## src/rtl/vig_pkg.sv

```systemverilog
// ----------------------------------------------------------------------------
// vig_pkg
// Shared constants, types and alphabet functions for the 37-symbol cipher.
// ----------------------------------------------------------------------------
`default_nettype none

package vig_pkg;

  localparam int unsigned KEY_DIGITS_DEF = 16;
  localparam int unsigned ALPHA_SIZE     = 37;
  localparam int unsigned IDX_W          = 6;
  localparam int unsigned CHAR_W         = 8;
  localparam int unsigned LEN_W          = 5;
  localparam int unsigned CFG_DATA_W     = 64;
  localparam int unsigned CFG_ADDR_W     = 2;

  localparam logic [CHAR_W-1:0] CASE_GAP  = 8'h20;
  localparam logic [CHAR_W-1:0] NOT_FOUND = 8'h2A;  // '*'

  // Configuration register indexes
  typedef enum logic [CFG_ADDR_W-1:0] {
    CFG_ENCRYPT_MODE = 2'd0,
    CFG_KEY_NIBBLES  = 2'd1,
    CFG_KEY_LENGTH   = 2'd2
  } cfg_reg_e;

  localparam logic [CHAR_W-1:0] SYMBOLS [ALPHA_SIZE] = '{
    8'h61, 8'h41, 8'h62, 8'h63, 8'h43, 8'h64, 8'h65, 8'h45, 8'h66, 8'h67,
    8'h68, 8'h69, 8'h6A, 8'h6B, 8'h6C, 8'h4C, 8'h6D, 8'h6E, 8'h0A, 8'h4E,
    8'h6F, 8'h4F, 8'h70, 8'h71, 8'h72, 8'h73, 8'h53, 8'h74, 8'h75, 8'h76,
    8'h77, 8'h78, 8'h79, 8'h7A, 8'h58, 8'h5A, 8'h20
  };

  typedef struct packed {
    logic             found;
    logic [IDX_W-1:0] idx;
  } sym_hit_t;

  // Parallel compare against the whole alphabet; entries are distinct.
  function automatic sym_hit_t sym_lookup(input logic [CHAR_W-1:0] c);
    sym_hit_t r;
    r.found = 1'b0;
    r.idx   = '0;
    for (int i = 0; i < ALPHA_SIZE; i++) begin
      if (SYMBOLS[i] == c) begin
        r.found = 1'b1;
        r.idx   = IDX_W'(i);
      end
    end
    return r;
  endfunction

  function automatic logic [CHAR_W-1:0] sym_char(input logic [IDX_W-1:0] idx);
    logic [CHAR_W-1:0] r;
    r = NOT_FOUND;
    for (int i = 0; i < ALPHA_SIZE; i++) begin
      if (idx == IDX_W'(i)) begin
        r = SYMBOLS[i];
      end
    end
    return r;
  endfunction

endpackage

`default_nettype wire

```

## src/rtl/vig_key_seq.sv

```systemverilog
// ----------------------------------------------------------------------------
// vig_key_seq
// Key position counter and current key digit select.
// ----------------------------------------------------------------------------
`default_nettype none

module vig_key_seq #(
  parameter int unsigned KeyDigits = vig_pkg::KEY_DIGITS_DEF,
  parameter int unsigned PosW      = (KeyDigits > 1) ? $clog2(KeyDigits) : 1
) (
  input  logic                             clk_i,
  input  logic                             rst_ni,
  input  logic [KeyDigits-1:0][3:0]        key_i,
  input  logic [vig_pkg::LEN_W-1:0]        key_len_i,
  input  logic                             step_i,
  output logic [3:0]                       digit_o,
  output logic [PosW-1:0]                  pos_o
);
  import vig_pkg::*;

  logic [PosW-1:0]  pos_q, pos_d;
  logic [LEN_W-1:0] len_c;
  logic [PosW-1:0]  pos_eff;
  logic [LEN_W:0]   pos_inc;

  // Length zero acts as one; saturate at the key storage size.
  always_comb begin
    len_c = key_len_i;
    if (len_c == '0) len_c = LEN_W'(1);
    if (len_c > LEN_W'(KeyDigits)) len_c = LEN_W'(KeyDigits);
  end

  // Stale position after the length was lowered restarts at digit 0.
  assign pos_eff = ((LEN_W+1)'(pos_q) >= (LEN_W+1)'(len_c)) ? '0 : pos_q;
  assign pos_inc = (LEN_W+1)'(pos_eff) + (LEN_W+1)'(1);

  always_comb begin
    pos_d = pos_q;
    if (step_i) begin
      pos_d = (pos_inc >= (LEN_W+1)'(len_c)) ? '0 : PosW'(pos_inc);
    end
  end

  always_ff @(posedge clk_i or negedge rst_ni) begin
    if (!rst_ni) begin
      pos_q <= '0;
    end else begin
      pos_q <= pos_d;
    end
  end

  assign digit_o = key_i[pos_eff];
  assign pos_o   = pos_q;

endmodule

`default_nettype wire

```

## src/rtl/vig_cipher_unit.sv

```systemverilog
// ----------------------------------------------------------------------------
// vig_cipher_unit
// Byte filter, alphabet lookup with case fold, and mod-37 shift.
// ----------------------------------------------------------------------------
`default_nettype none

module vig_cipher_unit (
  input  logic                        enc_i,
  input  logic [vig_pkg::CHAR_W-1:0]  char_i,
  input  logic [3:0]                  digit_i,
  output logic                        accept_o,
  output logic [vig_pkg::CHAR_W-1:0]  char_o
);
  import vig_pkg::*;

  sym_hit_t         hit_direct, hit_fold, hit;
  logic             is_upper, is_lower;
  logic [IDX_W:0]   sum;
  logic [IDX_W:0]   diff;
  logic [IDX_W-1:0] idx_new;

  assign is_upper = (char_i >= 8'h41) && (char_i <= 8'h5A);
  assign is_lower = (char_i >= 8'h61) && (char_i <= 8'h7A);
  assign accept_o = is_upper || is_lower ||
                    (!enc_i && ((char_i == 8'h20) || (char_i == 8'h0A)));

  assign hit_direct = sym_lookup(char_i);
  assign hit_fold   = sym_lookup(char_i + CASE_GAP);
  assign hit        = hit_direct.found ? hit_direct : hit_fold;

  assign sum  = (IDX_W+1)'(hit.idx) + (IDX_W+1)'(digit_i);
  assign diff = (IDX_W+1)'(hit.idx) - (IDX_W+1)'(digit_i);

  always_comb begin
    if (enc_i) begin
      idx_new = (sum >= (IDX_W+1)'(ALPHA_SIZE)) ? IDX_W'(sum - (IDX_W+1)'(ALPHA_SIZE))
                                                : IDX_W'(sum);
    end else begin
      // borrow out of the top bit means the difference went negative
      idx_new = diff[IDX_W] ? IDX_W'(diff + (IDX_W+1)'(ALPHA_SIZE)) : IDX_W'(diff);
    end
  end

  assign char_o = hit.found ? sym_char(idx_new) : NOT_FOUND;

endmodule

`default_nettype wire

```

## src/rtl/vigenere_37_symbol_cipher.sv

```systemverilog
// ----------------------------------------------------------------------------
// vigenere_37_symbol_cipher
// Byte-stream Vigenere cipher over a 37-symbol alphabet with a hex key.
// ----------------------------------------------------------------------------
// Usage:
//   Bytes enter on the s_axis channel, one word per handshake. Letters are
//   always taken; space and newline only when decrypting. Other bytes are
//   swallowed without a result and do not move the key position.
//   Each taken byte gives one word on m_axis: the alphabet symbol shifted
//   by the current key digit (+ encrypt, - decrypt, mod 37).
//   The input handshake loads the input register; the result register then
//   drives m_axis_tvalid. Throughput: one byte per cycle while the receiver
//   keeps up; the lookup and mod-37 add sit in one stage between the two
//   registers. A stalled receiver holds the result register; the input
//   register still takes one more byte, then tready drops until the result
//   drains. Config (cfg_we_i/cfg_addr_i/cfg_wdata_i) must be written only
//   while idle; the block itself does not enforce this. Reset: encrypt mode on,
//   key all zero, key length 1, position 0, both pipeline registers empty.
// ----------------------------------------------------------------------------
`default_nettype none

module vigenere_37_symbol_cipher #(
  parameter int unsigned KeyDigits = vig_pkg::KEY_DIGITS_DEF
) (
  input  logic                              clk_i,
  input  logic                              rst_ni,
  // input stream
  input  logic                              s_axis_tvalid,
  output logic                              s_axis_tready,
  input  logic [7:0]                        s_axis_tdata,   // [7:0] char_in
  // result stream
  output logic                              m_axis_tvalid,
  input  logic                              m_axis_tready,
  output logic [7:0]                        m_axis_tdata,   // [7:0] char_out
  // configuration write port
  input  logic                              cfg_we_i,
  input  logic [vig_pkg::CFG_ADDR_W-1:0]    cfg_addr_i,
  input  logic [vig_pkg::CFG_DATA_W-1:0]    cfg_wdata_i
);
  import vig_pkg::*;

  localparam int unsigned PosW = (KeyDigits > 1) ? $clog2(KeyDigits) : 1;

  // config registers
  logic                        enc_q;
  logic [KeyDigits-1:0][3:0]   key_q;
  logic [LEN_W-1:0]            key_len_q;

  // pipeline
  logic                        in_vld_q;
  logic [CHAR_W-1:0]           in_char_q;
  logic                        out_vld_q, out_vld_d;
  logic [CHAR_W-1:0]           out_char_q;

  logic                        advance;   // stage-1 word leaves this cycle
  logic                        take;      // stage-1 word is a real symbol
  logic [3:0]                  digit;
  logic [PosW-1:0]             key_pos;
  logic [CHAR_W-1:0]           cipher_char;

  always_ff @(posedge clk_i or negedge rst_ni) begin
    if (!rst_ni) begin
      enc_q     <= 1'b1;
      key_q     <= '0;
      key_len_q <= LEN_W'(1);
    end else if (cfg_we_i) begin
      case (cfg_addr_i)
        CFG_ENCRYPT_MODE: enc_q     <= cfg_wdata_i[0];
        CFG_KEY_NIBBLES:  key_q     <= cfg_wdata_i[4*KeyDigits-1:0];
        CFG_KEY_LENGTH:   key_len_q <= cfg_wdata_i[LEN_W-1:0];
        default: ;
      endcase
    end
  end

  // Result register frees up when empty or being taken downstream.
  assign advance       = in_vld_q && (!out_vld_q || m_axis_tready);
  assign s_axis_tready = !in_vld_q || advance;

  vig_key_seq #(
    .KeyDigits (KeyDigits),
    .PosW      (PosW)
  ) u_key_seq (
    .clk_i     (clk_i),
    .rst_ni    (rst_ni),
    .key_i     (key_q),
    .key_len_i (key_len_q),
    .step_i    (advance && take),
    .digit_o   (digit),
    .pos_o     (key_pos)
  );

  vig_cipher_unit u_cipher (
    .enc_i    (enc_q),
    .char_i   (in_char_q),
    .digit_i  (digit),
    .accept_o (take),
    .char_o   (cipher_char)
  );

  always_ff @(posedge clk_i or negedge rst_ni) begin
    if (!rst_ni) begin
      in_vld_q <= 1'b0;
    end else if (s_axis_tready) begin
      in_vld_q <= s_axis_tvalid;
    end
  end

  always_ff @(posedge clk_i) begin
    if (s_axis_tready && s_axis_tvalid) begin
      in_char_q <= s_axis_tdata;
    end
  end

  always_comb begin
    out_vld_d = out_vld_q;
    if (m_axis_tready) out_vld_d = 1'b0;
    if (advance && take) out_vld_d = 1'b1;
  end

  always_ff @(posedge clk_i or negedge rst_ni) begin
    if (!rst_ni) begin
      out_vld_q <= 1'b0;
    end else begin
      out_vld_q <= out_vld_d;
    end
  end

  always_ff @(posedge clk_i) begin
    if (advance && take) begin
      out_char_q <= cipher_char;
    end
  end

  assign m_axis_tvalid = out_vld_q;
  assign m_axis_tdata  = out_char_q;

  // ---------------------------------------------------------------------
  // Assertions
  // ---------------------------------------------------------------------
  a_pos_range: assert property (@(posedge clk_i) disable iff (!rst_ni)
    (PosW+1)'(key_pos) < (PosW+1)'(KeyDigits))
    else $error("key position beyond key storage");

  a_pos_hold: assert property (@(posedge clk_i) disable iff (!rst_ni)
    !(advance && take) |=> $stable(key_pos))
    else $error("key position moved without a taken symbol");

  a_result_loaded: assert property (@(posedge clk_i) disable iff (!rst_ni)
    (advance && take) |=> m_axis_tvalid)
    else $error("taken symbol produced no result");

  a_no_star: assert property (@(posedge clk_i) disable iff (!rst_ni)
    m_axis_tvalid |-> (m_axis_tdata != NOT_FOUND))
    else $error("symbol missing from alphabet");

endmodule

`default_nettype wire

```

## config.mk

```make
export PLATFORM = sky130hd
export DESIGN_NAME = vigenere_37_symbol_cipher
export DESIGN_NICKNAME = d
export VERILOG_FILES = /design/src/rtl/vig_pkg.sv /design/src/rtl/vig_key_seq.sv /design/src/rtl/vig_cipher_unit.sv /design/src/rtl/vigenere_37_symbol_cipher.sv
export SDC_FILE = /design/constraint.sdc
export NUM_CORES = 1
export LEC_CHECK = 0
export BUFFER_PORTS_ARGS = -buffer_cell sky130_fd_sc_hd__clkbuf_2
export CAP_MARGIN = 40
export CORE_MARGIN = 5
export CORE_UTILIZATION = 35
export CTS_BUF_LIST = sky130_fd_sc_hd__clkbuf_8
export CTS_CLUSTER_SIZE = 14
export DETAILED_ROUTE_END_ITERATION = 8
export PLACE_DENSITY = 0.51
export SLEW_MARGIN = 20
export SYNTH_ARGS = -nofsm -noshare
export SYNTH_HDL_FRONTEND = slang
export SYNTH_SLANG_ARGS = --single-unit
```

## constraint.sdc

```tcl
create_clock -name clk_i -period 13.1 [get_ports clk_i]
set_input_delay 2.62 -clock clk_i [delete_from_list [all_inputs] [get_ports clk_i]]
set_output_delay 2.62 -clock clk_i [all_outputs]
set_load 0.02 [all_outputs]
```

==> impl_results.md, run 1 <==
- Status: complete, no violations
- DR WL/cell: 17.3 um
- Fraction of layout cells with a size suffix above 1: 0.272
- Fin cells: 1089
- Crit path launch type: flop
- ANT cells: 0
- CP max stage delay: slightly above 0.6 ns
- Setup TNS: 0 ns
- MaxCap Viol Count: 0
- Max FO, Critical Path: 18
- Hold path cells: 1
- Clock Pin Slew Worst Setup and Hold Paths: ~0.1 ns
- Final Setup Violations: 0
- Core Rows: 51
- Grt ovf: 0
- Most frequent cells in the layout: clkbuf_2, nand2_1, mux2_2
- Logic pwr share: 0.701
- NetSw: between 1 and 1.5 mW
- WS Path Type: reg2reg
- Seq/Total Area, Yosys: 0.337
- Clock power share: 0.110
- Fin crit period: 6.87 ns
- FF+latch count, synth: 91
- Dominant cells by area after synthesis: dfrtp_1, mux2_2, edfxtp_1
- Critical Path AT: 7.11 ns
- Min-delay worst type: reg2reg
- Initial Util: 0.357
- Post-synth top area share: 0.265
- LEAKAGE: 3.32 nW
- CORE AREA: between 15000 and 20000 sq um
- Boundary pin count: 89
- Post-CTS Setup Inserts: 0
- Chip Width: 151 um
- Dpl hpwl: 13900 um
- PD cells: 265 nW/um^2
- Commonest non-fill, non-tap cell in the layout: clkbuf_2
- Top_reg_cell synth: dfrtp_1
- Slowest-stage cell, CP: and2_1
- Syn_area_per_cell: 9.17 sq um
- Detailed-router iteration count before antenna repair: 7
- Root Driver: clkbuf_8
- Crit. End Element: flop
- Global-route wire length before repair: 30600 um
- Remaining antenna violation count: 0
- Synth Instances: 763
- Reg power frac: 0.190
- Slew @ Worst Pin: 0.651 ns
- H-Tree Depth: 3
- Initial antenna violation count: 0
- Number of placed instances, taps included: 1071
- Die area: 22900 sq um
- Area leader, netlist: dfrtp_1
- TritonCTS Sinks: 91
- Hold buffer count at CTS: 0
- Number of port buffers: just under 90
- CTS tree: yes
- GR Util All Layers: 0.168
- Yosys cell types: 92
- Async set-reset flop share out of synthesis: 0.835
- CP required: between 10 and 15 ns
- Nets@finish: 923
- Vias post-DR: 5892
- Hold Fails Final Rpt: 0
- Die Height: ~150 um
- DRC viols: 0
- DR vias/cell: 5.41
- EDFF count, synth: 15
- Unrepaired setup endpoints after global routing: no
- Fin crit share: 0.525
- Number of gates resized after CTS: 0
- Area growth from synthesis to layout: 12.0%
- CTS buffer count: 9
- Most frequent CP cell: ha_1
- Post-Syn Nets: 867
- Sw frac: 0.494
- Skew-Pair Late Insertion Delay: 0.38 ns
- Synthesized area: 7000 sq um
- RePlAce Congestion: slightly below 0.9
- R2R cell count: 28
- Max_slew headroom: 0.564
- Largest net degree at the start of global routing: 65
- Max VDD drop: between 0.1 and 0.15 mV
- Routed wire length: approximately 19000 um
- Synth warn: 0
- CTS max path bufs: 2
- Fmax: between 100 and 150 MHz
- Final Slew Violations: 0
- Via count of the first global-routing pass: 5862
- Initial DRC Count: 437
- Internal cell power: between 1 and 1.5 mW
- Worst Skew: 0.0129 ns
## synthesized netlist by cell type (4+ instances only)
cell and n:
nand2_1 80, mux2_2 76, dfrtp_1 74, nor2_1 56, a21oi_1 38, o21ai_0 35, nand3_1 34, clkbuf_1 27
nand2b_1 24, ha_1 23, inv_1 20, edfxtp_1 15, and3_1 13, a211oi_1 11, a31oi_1 10, buf_4 10
mux2i_1 10, nor2b_1 10, nor3_1 10, buf_2 9, o211ai_1 9, xor2_1 9, a21o_1 8, xnor2_1 8
buf_6 7, o31ai_1 7, o22ai_1 6, and2_1 5, nand3b_1 5, o41ai_1 5, nand4_1 4, nor3b_1 4
nor4_1 4, or2_2 4
## per-stage QoR
step / hold WS (ns) / worst slack, ns / util / area [sq um] / total power [mW]
4_1_cts: 0.510 / 5.90 / 0.398 / 7790 / 2.08
5_1_grt: 0.518 / 5.51 / 0.400 / 7830 / 2.28
2_1_floorplan: 0.474 / 6.42 / - / 7000 / 1.55
3_5_place_dp: 0.488 / 5.90 / 0.386 / 7560 / 1.84
3_3_place_gp: 0.482 / 6.09 / 0.384 / 7520 / 1.85
6_report: 0.508 / 6.23 / 0.400 / 7830 / 2.08
## worst max-delay path, delay by kind of cell (launching register included)
| family | cells | cell delay [ns] |
|---|---|---|
| AOI/OAI and AO/OA | 11 | 2.66 |
| and+or+nand+nor | 11 | 2.32 |
| adders and majority gates | 4 | 1.11 |
| DFF | 1 | 0.40 |
| xor gates and xnor gates | 1 | 0.13 |
| buffers and inverters | 1 | 0.12 |
## layer usage
| metal | global-route usage | wire length [um] | vias up |
|---|---|---|---|
| met3 | 0.0302 | 936 | 22 |
| met5 | 0 | 0 | - |
| met1 | 0.229 | 8790 | 2809 |
| met4 | 0.0462 | 276 | 0 |
| met2 | 0.273 | 8840 | 154 |
| li1 | - | - | 2907 |
## area by class of cell
cell class | count | area [sq um]
repair buffers | 100 | 581
clock inverters | 6 | 96.3
multi-input cells | 595 | 4250
clock buffers | 10 | 138
inverters | 22 | 82.6
flip-flops and latches | 91 | 2350
well taps | 265 | 332
fillers | 1995 | 11800
## path summary, 6_finish.rpt
path / startpoint / end / slack, ns
hold reg to reg: key_q[15]$_DFFE_PN0P_ / key_q[15]$_DFFE_PN0P_ / 0.51
max in group asynchronous: rst_ni / key_q[36]$_DFFE_PN0P_ / 10.36
hold / removal: key_q[15]$_DFFE_PN0P_ / key_q[15]$_DFFE_PN0P_ / 0.51
setup / recovery: key_len_q[1]$_DFFE_PN0P_ / m_axis_tdata[0]$_SDFFCE_PP0P_ / 6.23
setup reg to reg: key_len_q[1]$_DFFE_PN0P_ / m_axis_tdata[0]$_SDFFCE_PP0P_ / 6.23
min in group asynchronous: rst_ni / key_q[6]$_DFFE_PN0P_ / 2.16
## power groups by stage
stage / registers [mW] / clock network [mW] / logic [mW]
6_report: 0.393 / 0.228 / 1.45
5_1_grt: 0.400 / 0.246 / 1.63
4_1_cts: 0.404 / 0.237 / 1.44
3_5_place_dp: 0.410 / 0 / 1.43
3_3_place_gp: 0.409 / 0 / 1.44
2_1_floorplan: 0.381 / 0 / 1.17
## cell families (layout without fill, tap and decap cells)
logic type,count (synthesis),count (layout),synth area share
xor gates and xnor gates,17,17,0.0213
muxes,89,89,0.146
DFF,91,91,0.337
buffers and inverters,77,138,0.0558
other,1,1,0.000536
and+or+nand+nor,281,281,0.208
AOI/OAI and AO/OA,181,181,0.184
adders and majority gates,26,26,0.0483
## sequential cells by signal, summed over array words and instances (netlist names)
name,count
enc_q,1
m_axis_tvalid,1
key_q,64
u_key_seq.pos_o,4
in_vld_q,1
m_axis_tdata,7
in_char_q,8
key_len_q,5
(Power assumes the default switching activity.)
==> run 2: changes to the inputs <==
Settings changed: PLACE_DENSITY 0.51 to 0.53.
Clock period 13.1 ns to 5.95 ns, I/O delays scaled along.
==> run 2 against run 1 <==
Effect of this change: non-clock buffer count increased by 59; maximum frequency increased by 19%; clock power increased by 100%; die area unchanged; largest cell class unchanged; worst hold slack improved by 0.0034 ns; clock-buffer cell count decreased by 1; first-iteration DRC count increased by 14%.
==> impl_results.md, run 2 (same netlist as run 1, synthesis figures left out) <==
- Hold EP: key_q[10]$_DFFE_PN0P_
- MaxCap Viol Count: 0
- CTS tree: yes
- Boundary pin count: 89
- Fraction of layout cells with a size suffix above 1: 0.356
- Clock Pin Slew Worst Setup and Hold Paths: 0.10 ns
- Reg power frac: 0.152
- Detailed-router iteration count before antenna repair: 5
- Root Driver: clkbuf_8
- CP max stage delay: between 0.5 and 0.6 ns
- Sw frac: 0.469
- Initial Util: 0.357
- Final Setup Violations: 0
- Die Height: 151 um
- Max FFs per register: 64
- Delay-heaviest family, CP: compound AO/OA/AOI/OAI gates
- Crit path launch type: flop
- DR vias/cell: 5.41
- Slowest-stage cell, CP: or4_4
- Multi-input logic area: between 4000 and 5000 sq um
- Dpl hpwl: 14500 um
- Max FO, Critical Path: 8
- RePlAce Congestion: 0.907
- # fillers: 1926
- Commonest non-fill, non-tap cell in the layout: clkbuf_2
- Area growth from synthesis to layout: 20.3%
- Source of the worst hold timing path: key_q[10]$_DFFE_PN0P_
- Max VDD drop: 0.436 mV
- PD cells: 664 nW/um^2
- Final Cell Area: 8410 sq um
- Nets@finish: slightly below 1000
- Die area: 22900 sq um
- WS Path Type: reg2reg
- ANT cells: 0
- Core Rows: 51
- Crit. End Element: flop
- Fin crit share: 0.970
- Chip Width: 151 um
- Worst Skew: 0.0101 ns
- Initial DRC Count: 497
- DR WL/cell: 16.9 um
- Vias post-DR: 6212
- Fmax: 173 MHz
- Global-route wire length before repair: approximately 32000 um
- Routed wire length: a little under 20000 um
- Register with the most flip-flops: key_q
- Via count of the first global-routing pass: 6158
- Slew @ Worst Pin: 0.830 ns
- DRC viols: 0
- Final Slew Violations: 0
- H-Tree Depth: 3
- Worst path bufs/invs: 2
- Unrepaired setup endpoints after global routing: yes
- R2R cell count: 29
- Status: complete, no violations
- Most frequent cells in the layout: clkbuf_2, nand2_1, mux2_2
- NetSw: between 2 and 3 mW
- Register area: between 2000 and 2500 sq um
- Post-layout util: 0.429
- Remaining antenna violation count: 0
- Fin crit period: 5.77 ns
- TritonCTS Sinks: a little over 90
- CTS max path bufs: 2
- FF-to-FF setup slack: 0.18 ns
- Hold buffer count at CTS: 0
- Worst R2R Start: key_len_q[1]$_DFFE_PN0P_
- Clock power share: 0.083
- Hold Fails Final Rpt: 0
- Logic pwr share: 0.765
- Largest net degree at the start of global routing: 65
- Max_slew headroom: 0.447
- Hold path cells: 1
- CP required: 6.18 ns
- CTS buffer count: 9
- Critical Path AT: 6.00 ns
- Worst r2r dst: m_axis_tdata[0]$_SDFFCE_PP0P_
- Skew-Pair Late Insertion Delay: 0.38 ns
- Initial antenna violation count: 0
- Cell Area, Placed: 7960 sq um
- LEAKAGE: approximately 3.6 nW
- Internal cell power: 2.97 mW
- GR Util All Layers: 0.173
- CORE AREA: 19600 sq um
- Min-delay worst type: reg2reg
- Grt ovf: 0
- Number of port buffers: 87
run 2: cell types whose count changed in the layout (fill, tap and decap cells not counted), sizes merged:
cell and delta:
buf +58, bufinv -1, clkbuf -1, clkdlybuf4s15 +1, clkinv -1, inv +3
run 2: through the flow:
step / power (mW) / hold WS [ns] / setup WS (ns) / setup TNS [ns] / std cells
2_1_floorplan: 3.43 / 0.474 / 0.00927 / 0 / 763
3_3_place_gp: 4.66 / 0.483 / -0.0613 / -0.0613 / 1120
3_5_place_dp: 4.62 / 0.489 / -0.0357 / -0.0995 / 1121
4_1_cts: 5.12 / 0.515 / 0.0174 / 0 / 1137
5_1_grt: 6.09 / 0.520 / -0.0939 / -0.260 / 1148
6_report: 5.59 / 0.512 / 0.177 / 0 / 1148
run 2: what timing repair did:
item / CTS / global route
gates cloned: 0 / 1
setup buffers: 0 / 10
gates resized for setup: 2 / 35
pin swaps: 1 / 8
endpoints found under the setup margin: 5 / 7
run 2: layout make-up:
type	instances	share of cell area
Multi-Input combinational cell	595	0.522
Sequential cell	91	0.280
Timing Repair Buffer	159	0.123
Tap cell	265	0.0394
Clock buffer	9	0.0147
Clock inverter	7	0.0104
Inverter	22	0.0103
run 2: worst max path at each step:
stage	startpoint	endpoint	slack (ns)	cells after the start
after floorplan	u_key_seq.pos_o[0]$_DFFE_PN0P_	m_axis_tdata[0]$_SDFFCE_PP0P_	0.009	29
after global placement	key_len_q[1]$_DFFE_PN0P_	m_axis_tdata[2]$_SDFFCE_PP0P_	-0.06	28
after detailed placement	key_len_q[3]$_DFFE_PN0P_	m_axis_tdata[2]$_SDFFCE_PP0P_	-0.04	28
after CTS	key_len_q[3]$_DFFE_PN0P_	m_axis_tdata[1]$_SDFFCE_PP1P_	0.02	30
after global routing	key_len_q[1]$_DFFE_PN0P_	m_axis_tdata[0]$_SDFFCE_PP0P_	-0.09	29
final	key_len_q[1]$_DFFE_PN0P_	m_axis_tdata[0]$_SDFFCE_PP0P_	0.18	29
run 2: metal layers:
metal  track usage  vias up  wire length, um
met2         0.261      195             8710
met5             0        -                0
li1              -     3033                -
met3        0.0467       28             1180
met4        0.0598        0              469
met1         0.238     2956             8990
run 2: power groups by stage:
stage | Clock (mW) | Combinational, mW | Sequential, mW
floorplan | 0 | 2.59 | 0.839
global placement | 0 | 3.80 | 0.864
detailed placement | 0 | 3.75 | 0.865
CTS | 0.482 | 3.78 | 0.852
global route | 0.506 | 4.72 | 0.868
finish | 0.462 | 4.28 | 0.852
run 2: worst register-to-register path: cells and delay by family, from the launching register on:
kind            cells  cell delay (ns)
buf+inv             2             0.23
flops               1             0.40
compound gates     11             2.12
xor+xnor            1             0.12
simple gates       11             1.73
fa+ha+maj           4             1.03
==> run 3: changes to the inputs <==
Settings changed: PLACE_DENSITY 0.53 to 0.51.
Clock period 5.95 ns to 6.3 ns, I/O delays scaled along.
==> run 3 against run 2 <==
Effect of this change: non-clock buffer count fell by 26; power fell by 16%; global-route usage rose by 0.070 points; routed wire length rose by 0.14%; critical path type unchanged.
==> impl_results.md, run 3 (same netlist as run 1, synthesis figures left out) <==
- Hold path cells: 1
- Number of placed instances, taps included: 1097
- Hold Fails Final Rpt: 0
- PD cells: 573 nW/um^2
- Slew @ Worst Pin: 0.822 ns
- Internal cell power: 2.42 mW
- Sw frac: 0.483
- LEAKAGE: 3.49 nW
- CORE AREA: ~20000 sq um
- WS Path Type: reg2reg
- Chip Width: approximately 150 um
- Root Driver: clkbuf_8
- GR Util All Layers: 0.173
- NetSw: 2.26 mW
- Area growth from synthesis to layout: 16.6%
- Max FO, Critical Path: 8
- Remaining antenna violation count: 0
- Boundary pin count: a little under 90
- Register with the most flip-flops: key_q
- H-Tree Depth: 3
- Critical Path AT: slightly above 6 ns
- Post-layout util: 0.416
- Unrepaired setup endpoints after global routing: no
- Reg power frac: 0.172
- Core Rows: between 50 and 60
- Cell Area, Placed: 7800 sq um
- Fin cells: between 1000 and 1500
- Most frequent CP cell: ha_1
- Final Setup Violations: 0
- Initial Util: 0.357
- Clock Pin Slew Worst Setup and Hold Paths: 0.11 ns
- Crit path launch type: flop
- CP required: 6.53 ns
- Initial DRC Count: 433
- Max FFs per register: 64
- Hold buffer count at CTS: 0
- MaxCap Viol Count: 0
- DR WL/cell: 17.3 um
- R2R cell count: 28
- Die area: 22900 sq um
- Dpl hpwl: 14600 um
- Busiest grt layer: met2
- Grt ovf: 0
- Final Slew Violations: 0
- Status: complete, no violations
- Slowest-stage cell, CP: or4_4
- Crit. End Element: flop
- Detailed-router iteration count before antenna repair: 5
- TritonCTS Sinks: between 90 and 100
- RePlAce Congestion: 0.930
- PnR worst setup slack: 0.340 ns
- DR vias/cell: between 5 and 6
- Vias post-DR: 6104
- GRT met3 Usage: 0.0323
- CTS buffer count: 9
- CTS max path bufs: 2
- Routing usage on met1: 0.244
- Nets@finish: 956
- DRC viols: 0
- Global-route wire length before repair: 31800 um
- Max_slew headroom: 0.452
- Max VDD drop: 0.381 mV
- Final Cell Area: 8160 sq um
- Via count of the first global-routing pass: 6050
- Initial antenna violation count: 0
- Fmax: 168 MHz
- Number of port buffers: 87
- Die Height: 151 um
- Fin crit share: 0.946
- Min-delay worst type: reg2reg
- CP max stage delay: 0.53 ns
- Skew-Pair Late Insertion Delay: 0.39 ns
- Grt met2 use: 0.267
- Logic pwr share: 0.730
- Routed wire length: 19400 um
- Fraction of layout cells with a size suffix above 1: 0.319
- Setup TNS: 0 ns
- Clock power share: 0.098
- CTS tree: yes
- Worst Skew: approximately 0.021 ns
- Fin crit period: 5.96 ns
- Commonest non-fill, non-tap cell in the layout: clkbuf_2
- Most frequent cells in the layout: clkbuf_2, nand2_1, mux2_2
- Place WS: 0.158 ns
- ANT cells: 0
- Largest net degree at the start of global routing: 65
-- run 3: changes by cell type in the layout (fill, tap and decap cells not counted), sizes merged --
cell	previous run	this run
buf	72	47
inv	25	23
clkdlybuf4s15	1	0
bufinv	1	2
clkinv	2	3
-- run 3: power groups by stage --
stage / registers [mW] / clock network (mW) / logic, mW
6_report: 0.806 / 0.458 / 3.41
5_1_grt: 0.821 / 0.498 / 3.80
4_1_cts: 0.806 / 0.476 / 3.19
3_5_place_dp: 0.817 / 0 / 3.18
3_3_place_gp: 0.820 / 0 / 3.24
2_1_floorplan: 0.792 / 0 / 2.44
-- run 3: worst max-delay path, delay by kind of cell, from the launching register on --
family | cells | cell delay (ns)
AO/OA/AOI/OAI | 10 | 2.12
buffers and inverters | 2 | 0.25
flip-flops | 1 | 0.42
AND/OR/NAND/NOR | 12 | 1.96
adder cells (fa/ha/maj) | 4 | 1.05
-- run 3: cell type report --
type	count	area [sq um]
Clock buffer	9	124
Multi-Input combinational cell	595	4320
Inverter	22	82.6
Fill cell	1932	11400
Sequential cell	91	2350
Timing Repair Buffer	133	841
Tap cell	265	332
Clock inverter	7	100
-- run 3: worst paths after layout --
| check | start | endpoint | slack (ns) |
|---|---|---|---|
| worst max-delay path | key_len_q[1]$_DFFE_PN0P_ | m_axis_tdata[0]$_SDFFCE_PP0P_ | 0.34 |
| min in group asynchronous | rst_ni | key_q[47]$_DFFE_PN0P_ | 0.82 |
| worst min register to register | key_q[41]$_DFFE_PN0P_ | key_q[41]$_DFFE_PN0P_ | 0.51 |
| worst min-delay path | key_q[41]$_DFFE_PN0P_ | key_q[41]$_DFFE_PN0P_ | 0.51 |
| max in group asynchronous | rst_ni | enc_q$_DFFE_PN1P_ | 4.85 |
| worst max register to register | key_len_q[1]$_DFFE_PN0P_ | m_axis_tdata[0]$_SDFFCE_PP0P_ | 0.34 |
-- run 3: through the flow --
step | hold WS (ns) | power [mW]
after CTS | 0.514 | 4.48
final | 0.508 | 4.68
after global routing | 0.532 | 5.12
after floorplan | 0.474 | 3.23
after detailed placement | 0.492 | 4.00
after global placement | 0.482 | 4.06
-- run 3: per-layer routing --
| metal | vias to the layer above | routed length, um |
|---|---|---|
| li1 | 2974 | - |
| met1 | 2871 | 9000 |
| met2 | 224 | 8770 |
| met3 | 35 | 1160 |
| met4 | 0 | 451 |
| met5 | - | 0 |
-- run 3: what timing repair did --
item,CTS,global route
buffers inserted,0,9
setup endpoints to repair,0,7
gates resized for setup,0,20
